--- config.mk ---
export PLATFORM = sky130hd
export DESIGN_NAME = utf8_code_point_decoder
export DESIGN_NICKNAME = d
export VERILOG_FILES = /design/src/rtl/utf8d_pkg.sv /design/src/rtl/utf8d_decode.sv /design/src/rtl/utf8_code_point_decoder.sv
export SDC_FILE = /design/constraint.sdc
export NUM_CORES = 1
export LEC_CHECK = 0
export ABC_AREA = 1
export BUFFER_PORTS_ARGS = -buffer_cell sky130_fd_sc_hd__buf_2
export CORE_ASPECT_RATIO = 1.4
export CORE_UTILIZATION = 29
export DETAILED_ROUTE_END_ITERATION = 7
export PLACE_DENSITY_LB_ADDON = 0.05
export SLEW_MARGIN = 40
export SYNTH_ARGS = -nofsm -noshare
export SYNTH_HDL_FRONTEND = slang
export SYNTH_HIERARCHICAL = 1
export SYNTH_SLANG_ARGS = --single-unit
--- constraint.sdc ---
create_clock -name clk -period 3.1 [get_ports clk]
set_input_delay 0.62 -clock clk [delete_from_list [all_inputs] [get_ports clk]]
set_output_delay 0.62 -clock clk [all_outputs]
set_load 0.05 [all_outputs]
--- src/rtl/utf8d_pkg.sv ---
// Shared types and constants for the UTF-8 code point decoder.
// No dependencies; used by utf8d_decode and utf8_code_point_decoder.
package utf8d_pkg;

    localparam int CP_W    = 21;
    localparam int BYTE_W  = 8;
    localparam int CONT_W  = 6;
    localparam int NEED_W  = 2;

    localparam logic [BYTE_W-1:0] LEAD2_MASK = 8'hE0;
    localparam logic [BYTE_W-1:0] LEAD2_CODE = 8'hC0;
    localparam logic [BYTE_W-1:0] LEAD3_MASK = 8'hF0;
    localparam logic [BYTE_W-1:0] LEAD3_CODE = 8'hE0;
    localparam logic [BYTE_W-1:0] LEAD4_MASK = 8'hF8;
    localparam logic [BYTE_W-1:0] LEAD4_CODE = 8'hF0;
    localparam logic [BYTE_W-1:0] CONT_MASK  = 8'hC0;
    localparam logic [BYTE_W-1:0] CONT_CODE  = 8'h80;

    localparam logic [NEED_W-1:0] NEED_NONE  = 2'd0;
    localparam logic [NEED_W-1:0] NEED_ONE   = 2'd1;
    localparam logic [NEED_W-1:0] NEED_TWO   = 2'd2;
    localparam logic [NEED_W-1:0] NEED_THREE = 2'd3;

    typedef logic [CP_W-1:0] code_point_t;

    typedef struct packed {
        logic        valid;
        code_point_t code_point;
        logic        is_error;
        logic        last;
    } result_t;

endpackage

--- src/rtl/utf8d_decode.sv ---
// Per-byte UTF-8 decode step and the decoder's sequence state.
// Depends on utf8d_pkg.
module utf8d_decode
(
    input  logic                       clk,
    input  logic                       rst_n,
    input  logic                       advance,
    input  logic [utf8d_pkg::BYTE_W-1:0] data_byte,
    input  logic                       end_of_string,
    output utf8d_pkg::result_t         result
);

    logic [utf8d_pkg::NEED_W-1:0] need_reg;
    logic [utf8d_pkg::NEED_W-1:0] need_next;
    utf8d_pkg::code_point_t       part_reg;
    utf8d_pkg::code_point_t       part_next;
    logic                         failed_reg;
    logic                         failed_next;

    always_comb
    begin
        logic                         have_char;
        utf8d_pkg::code_point_t       cp;
        logic                         bad;
        logic [utf8d_pkg::NEED_W-1:0] need_w;
        utf8d_pkg::code_point_t       part_w;
        logic                         failed_w;

        need_w    = need_reg;
        part_w    = part_reg;
        failed_w  = failed_reg;
        have_char = 1'b0;
        cp        = '0;

        if (!failed_reg)
        begin
            if (need_reg == utf8d_pkg::NEED_NONE)
            begin
                priority if (!data_byte[utf8d_pkg::BYTE_W-1])
                begin
                    cp        = utf8d_pkg::code_point_t'(data_byte);
                    have_char = 1'b1;
                end
                else if ((data_byte & utf8d_pkg::LEAD2_MASK) == utf8d_pkg::LEAD2_CODE)
                begin
                    part_w = utf8d_pkg::code_point_t'(data_byte[4:0]);
                    need_w = utf8d_pkg::NEED_ONE;
                end
                else if ((data_byte & utf8d_pkg::LEAD3_MASK) == utf8d_pkg::LEAD3_CODE)
                begin
                    part_w = utf8d_pkg::code_point_t'(data_byte[3:0]);
                    need_w = utf8d_pkg::NEED_TWO;
                end
                else if ((data_byte & utf8d_pkg::LEAD4_MASK) == utf8d_pkg::LEAD4_CODE)
                begin
                    part_w = utf8d_pkg::code_point_t'(data_byte[2:0]);
                    need_w = utf8d_pkg::NEED_THREE;
                end
                else
                begin
                    failed_w = 1'b1;
                end
            end
            else if ((data_byte & utf8d_pkg::CONT_MASK) == utf8d_pkg::CONT_CODE)
            begin
                // shift in six payload bits; top bits fall off the 21-bit field
                part_w = {part_reg[utf8d_pkg::CP_W-utf8d_pkg::CONT_W-1:0],
                          data_byte[utf8d_pkg::CONT_W-1:0]};
                need_w = need_reg - utf8d_pkg::NEED_ONE;
                if (need_w == utf8d_pkg::NEED_NONE)
                begin
                    cp        = part_w;
                    have_char = 1'b1;
                    part_w    = '0;
                end
            end
            else
            begin
                failed_w = 1'b1;
            end
        end

        bad = failed_w || (need_w != utf8d_pkg::NEED_NONE);

        if (end_of_string)
        begin
            need_next   = utf8d_pkg::NEED_NONE;
            part_next   = '0;
            failed_next = 1'b0;
            result.valid      = bad || have_char;
            result.code_point = bad ? '0 : cp;
            result.is_error   = bad;
            result.last       = 1'b1;
        end
        else
        begin
            need_next   = need_w;
            part_next   = part_w;
            failed_next = failed_w;
            result.valid      = have_char;
            result.code_point = cp;
            result.is_error   = 1'b0;
            result.last       = 1'b0;
        end
    end

    always_ff @(posedge clk or negedge rst_n)
    begin
        if (!rst_n)
        begin
            need_reg   <= utf8d_pkg::NEED_NONE;
            part_reg   <= '0;
            failed_reg <= 1'b0;
        end
        else if (advance)
        begin
            need_reg   <= need_next;
            part_reg   <= part_next;
            failed_reg <= failed_next;
        end
    end

endmodule

--- src/rtl/utf8_code_point_decoder.sv ---
// Top level of the UTF-8 code point decoder: input register, decode step,
// result register. Depends on utf8d_pkg and utf8d_decode.
//
//  channel | valid       | stall       | payload
//  --------+-------------+-------------+--------------------------------
//  bytes   | byte_valid  | byte_stall  | data_byte, end_of_string
//  chars   | char_valid  | char_stall  | code_point, is_error, last
//
// One byte is taken per clock while byte_stall is low. A byte is held in
// the input register, is decoded against the sequence state and lands in
// the result register, which offers a character once its final byte lands.
// rst_n clears both registers' valid flags and the sequence state.
// A byte that yields no result never waits on char_stall; a byte with a
// result holds in the input register only while the result register is
// full and stalled, and byte_stall rises exactly then.
module utf8_code_point_decoder
(
    input  logic        clk,
    input  logic        rst_n,

    input  logic        byte_valid,
    output logic        byte_stall,
    input  logic [7:0]  data_byte,
    input  logic        end_of_string,

    output logic        char_valid,
    input  logic        char_stall,
    output logic [20:0] code_point,
    output logic        is_error,
    output logic        last
);

    // input register
    logic                             in_valid_reg;
    logic [utf8d_pkg::BYTE_W-1:0]     in_byte_reg;
    logic                             in_eos_reg;

    // result register
    logic                             res_valid_reg;
    utf8d_pkg::code_point_t           res_cp_reg;
    logic                             res_err_reg;
    logic                             res_last_reg;

    utf8d_pkg::result_t               step_result;
    logic                             advance;
    logic                             accept;

    utf8d_decode u_decode
    (
        .clk           (clk),
        .rst_n         (rst_n),
        .advance       (advance),
        .data_byte     (in_byte_reg),
        .end_of_string (in_eos_reg),
        .result        (step_result)
    );

    // Advance the held byte unless its result would overwrite a stalled one.
    assign advance    = in_valid_reg
                        && !(step_result.valid && res_valid_reg && char_stall);
    assign byte_stall = in_valid_reg && !advance;
    assign accept     = byte_valid && !byte_stall;

    always_ff @(posedge clk or negedge rst_n)
    begin
        if (!rst_n)
        begin
            in_valid_reg <= 1'b0;
        end
        else if (accept)
        begin
            in_valid_reg <= 1'b1;
        end
        else if (advance)
        begin
            in_valid_reg <= 1'b0;
        end
    end

    always_ff @(posedge clk)
    begin
        if (accept)
        begin
            in_byte_reg <= data_byte;
            in_eos_reg  <= end_of_string;
        end
    end

    always_ff @(posedge clk or negedge rst_n)
    begin
        if (!rst_n)
        begin
            res_valid_reg <= 1'b0;
        end
        else if (advance && step_result.valid)
        begin
            res_valid_reg <= 1'b1;
        end
        else if (!char_stall)
        begin
            // drop the beat once taken
            res_valid_reg <= 1'b0;
        end
    end

    always_ff @(posedge clk)
    begin
        if (advance && step_result.valid)
        begin
            res_cp_reg   <= step_result.code_point;
            res_err_reg  <= step_result.is_error;
            res_last_reg <= step_result.last;
        end
    end

    assign char_valid = res_valid_reg;
    assign code_point = res_cp_reg;
    assign is_error   = res_err_reg;
    assign last       = res_last_reg;

endmodule
==> impl_results.rst <==
.. list-table::
   :header-rows: 1

   * - Metric
     - Value
   * - Initial antenna violation count
     - 0
   * - Area grow syn2layout
     - 17.48%
   * - Largest register FFs
     - 21
   * - Mapped cell area
     - 0.002276 mm²
   * - Post-synth EDFFs
     - 32
   * - Share of cells above drive strength 1
     - 0.2189
   * - Boundary Pins
     - 38
   * - Count of routing violations after the opening detailed-route iteration
     - 76
   * - Largest net degree at the start of global routing
     - 25
   * - Worst setup endpoint
     - byte_stall
   * - HPWL reported at the end of detailed placement
     - 3382 µm
   * - Yosys warning total
     - 6
   * - Number of detailed-routing iterations run before antenna repair
     - 4
   * - Setup violators final
     - 0
   * - Kind of capture point of the worst setup path
     - primary output
   * - Portion of the post-synthesis area used by sequential elements
     - 0.6421
   * - Number of buffers inserted during clock tree synthesis
     - 5
   * - Most instantiated flip-flop cell in the synthesis netlist
     - edfxtp_1
   * - Static leakage
     - 1.144 nW
   * - Total routed wirelength
     - 4775 µm
   * - Nets
     - 279
   * - Die height
     - 106.8 µm
   * - Residual overflow from global routing
     - 0
   * - Die footprint
     - 0.008211 mm²
   * - Critical path peak fanout
     - 9
   * - Clock slew seen by the registers of the worst setup and hold paths
     - 90 ps
   * - Signal arrival time at the worst endpoint
     - 2200 ps
   * - CTS tree
     - yes
   * - Total of cells resized after clock tree synthesis
     - 0
   * - Antenna Cells
     - 0
   * - Row Count
     - 37
   * - Smallest hold slack
     - 268.2 ps
   * - Source of the worst register-to-register timing path
     - u_decode/need_reg[0]$_DFFE_PN0P_
   * - R2r worst-path depth
     - 16
   * - H-tree levels
     - 2
   * - Top achievable clock speed
     - 355.1 MHz
   * - Maximum ir drop on the vdd rail
     - 0.0002764 V
   * - Pwr per Cell Area
     - 944.2 mW/mm²
   * - Buffer levels on the longest clock path
     - 2
   * - Global-route usage over all layers
     - 0.1266
   * - Global-route wire length before repair
     - 7900 µm
   * - FF-to-FF End
     - u_decode/part_reg[0]$_DFFE_PN0P_
   * - Setup TNS Final
     - 0 ps
   * - Data required time of the worst path
     - 2480 ps
   * - Post-synth cell types
     - 26
   * - Critical Path Start
     - u_decode/need_reg[0]$_DFFE_PN0P_
   * - Final Skew
     - 6.750 ps
   * - Register-to-register setup slack
     - 640 ps
   * - Final hold violations
     - 0
   * - Number of post-CTS setup repair buffers
     - 0
   * - Final critical delay including setup and external delays
     - 2816 ps
   * - DR WL/cell
     - 13.19 µm
   * - Unrepaired setup endpoints after global routing
     - no
   * - Root buf cell
     - clkbuf_8
   * - Clock latency on the worst-skew pair
     - 300 ps
   * - Hold buffer count at cts
     - 0
   * - Max cap viols
     - 0
   * - Synthesized instance count
     - 223
   * - Ratio of final minimum period to clock period
     - 0.9084
   * - CTS Sinks
     - 52
   * - Number of nets still failing antenna checks after routing
     - 0
   * - IO Port Bufs
     - 37
   * - Hold WC Path Type
     - input port to async pin
   * - Type of the setup path with the least slack
     - register to primary output
   * - Core region area
     - 0.007453 mm²
   * - Pins Over Slew Limit
     - 0
   * - Die X-Extent
     - 76.87 µm
   * - Avg Cell Area, Syn
     - 10.21 µm²
   * - Number of global-route vias before repair
     - 1,608
   * - Worst Setup Start Kind
     - register
   * - Ys async rst share
     - 0.3846
   * - Starting density of the core
     - 0.3054
   * - Vias after detailed routing
     - 1,609
   * - Number of synthesized register bits
     - 52
   * - Vias per cell
     - 4.445
   * - Slew of the pin with the lowest slew margin
     - 468.6 ps
   * - Post-Synthesis Net Count
     - 238
   * - Run status
     - complete, no violations
   * - Total DRC errors in the routed layout
     - 0
   * - GP Congestion
     - 0.8422
   * - Max-slew headroom
     - 0.6876
==> cell usage after synthesis, types with 2 or more instances <==
| library cell | number | area (µm²) |
|---|---|---|
| clkbuf_1 | 2 | 7.510 |
| nand3_1 | 11 | 55.05 |
| edfxtp_1 | 32 | 960.9 |
| o22ai_1 | 12 | 75.07 |
| buf_2 | 2 | 10.01 |
| o21ai_0 | 7 | 35.03 |
| a21oi_1 | 24 | 120.1 |
| buf_4 | 3 | 22.52 |
| dfrtp_1 | 20 | 500.5 |
| nand2_2 | 2 | 12.51 |
| ha_1 | 2 | 25.02 |
| buf_6 | 2 | 22.52 |
| inv_1 | 34 | 127.6 |
| nor2_1 | 12 | 45.04 |
| nand2_1 | 47 | 176.4 |
==> report_power, final <==
part           leakage [nW]  switching, W  total [W]  internal [W]
Clock                0.0445      0.000215   0.000397      0.000182
Sequential            0.580     0.0000650    0.00102      0.000954
Combinational         0.520      0.000864    0.00111      0.000244
==> critical path, cell delays in order (launching register included) <==
cell and delay, ps:
dfrtp_1 400, inv_1 140, ha_4 200, nand2_1 100
nand2_1 110, o21ai_0 90, nand2_1 80, nand2_1 80
nand2_2 80, nand2_1 60, nand2_1 100, nand3_2 110
nor2_2 110, clkbuf_4 240
==> metrics by stage <==
stage                     worst slack (ps)  instance area [µm²]  utilization  cells  total power (W)
after floorplan                      566.0                 2276            -    223         0.001897
after global placement               500.0                 2565       0.3441    354         0.002148
after detailed placement             464.4                 2565       0.3441    354         0.002141
after CTS                            119.9                 2659       0.3567    362         0.002548
after global routing                 36.44                 2674       0.3587    362         0.002689
final                                283.9                 2674       0.3587    362         0.002525
==> per-layer routing <==
layer	track usage	share of wire	vias to the layer above	wire [µm]
li1	-	-	824	-
met1	0.1323	0.40	742	1905
met2	0.2398	0.54	32	2599
met3	0.02043	0.025	11	120
met4	0.06593	0.031	0	149
met5	0	0	-	0
==> cells by family (layout without fill, tap and decap cells) <==
family          after synthesis  in the layout  share of synthesized area
flops                        52             52                     0.6421
fa+ha+maj                     2              2                    0.01099
simple gates                 77             77                     0.1424
compound gates               48             48                     0.1193
buf+inv                      44             86                    0.08521
==> layout by cell type (no fill, tap or decap) <==
master / n
nand2_1: 47
buf_2: 36
inv_1: 34
edfxtp_1: 32
a21oi_1: 24
dfrtp_1: 20
nor2_1: 12
o22ai_1: 12
nand3_1: 11
o21ai_0: 7
clkbuf_8: 6
buf_4: 6
nand2_2: 2
nand3_2: 1
nor2_2: 1
o21ai_1: 1
clkbuf_1: 1
clkinvlp_4: 1
clkbuf_4: 1
nand3b_1: 1
clkinv_1: 1
o21ai_2: 1
nand4_1: 1
a21oi_2: 1
o211ai_1: 1
a21boi_2: 1
nor3_1: 1
ha_4: 1
ha_1: 1
==> area by class of cell <==
cell class | instances | area [µm²]
Inverter | 35 | 131.4
Fill cell | 779 | 4780
Timing Repair Buffer | 43 | 232.7
Multi-Input combinational cell | 127 | 633.1
Clock buffer | 7 | 86.33
Sequential cell | 52 | 1461
Tap cell | 97 | 121.4
Clock inverter | 1 | 7.507
==> worst min path at each step <==
stage                                                  from                                end  slack (ps)  depth (start not counted)
after floorplan                                       rst_n             char_valid$_DFFE_PN0P_         320                          0
after global placement     u_decode/part_reg[9]$_DFFE_PN0P_   u_decode/part_reg[9]$_DFFE_PN0P_         520                          2
after detailed placement  u_decode/part_reg[14]$_DFFE_PN0P_  u_decode/part_reg[14]$_DFFE_PN0P_         520                          2
after CTS                                             rst_n   u_decode/part_reg[0]$_DFFE_PN0P_         280                          1
after global routing                                  rst_n   u_decode/part_reg[0]$_DFFE_PN0P_         290                          1
final                                                 rst_n           in_valid_reg$_DFFE_PN0P_         270                          1
Power figures use the tool's default switching activity.
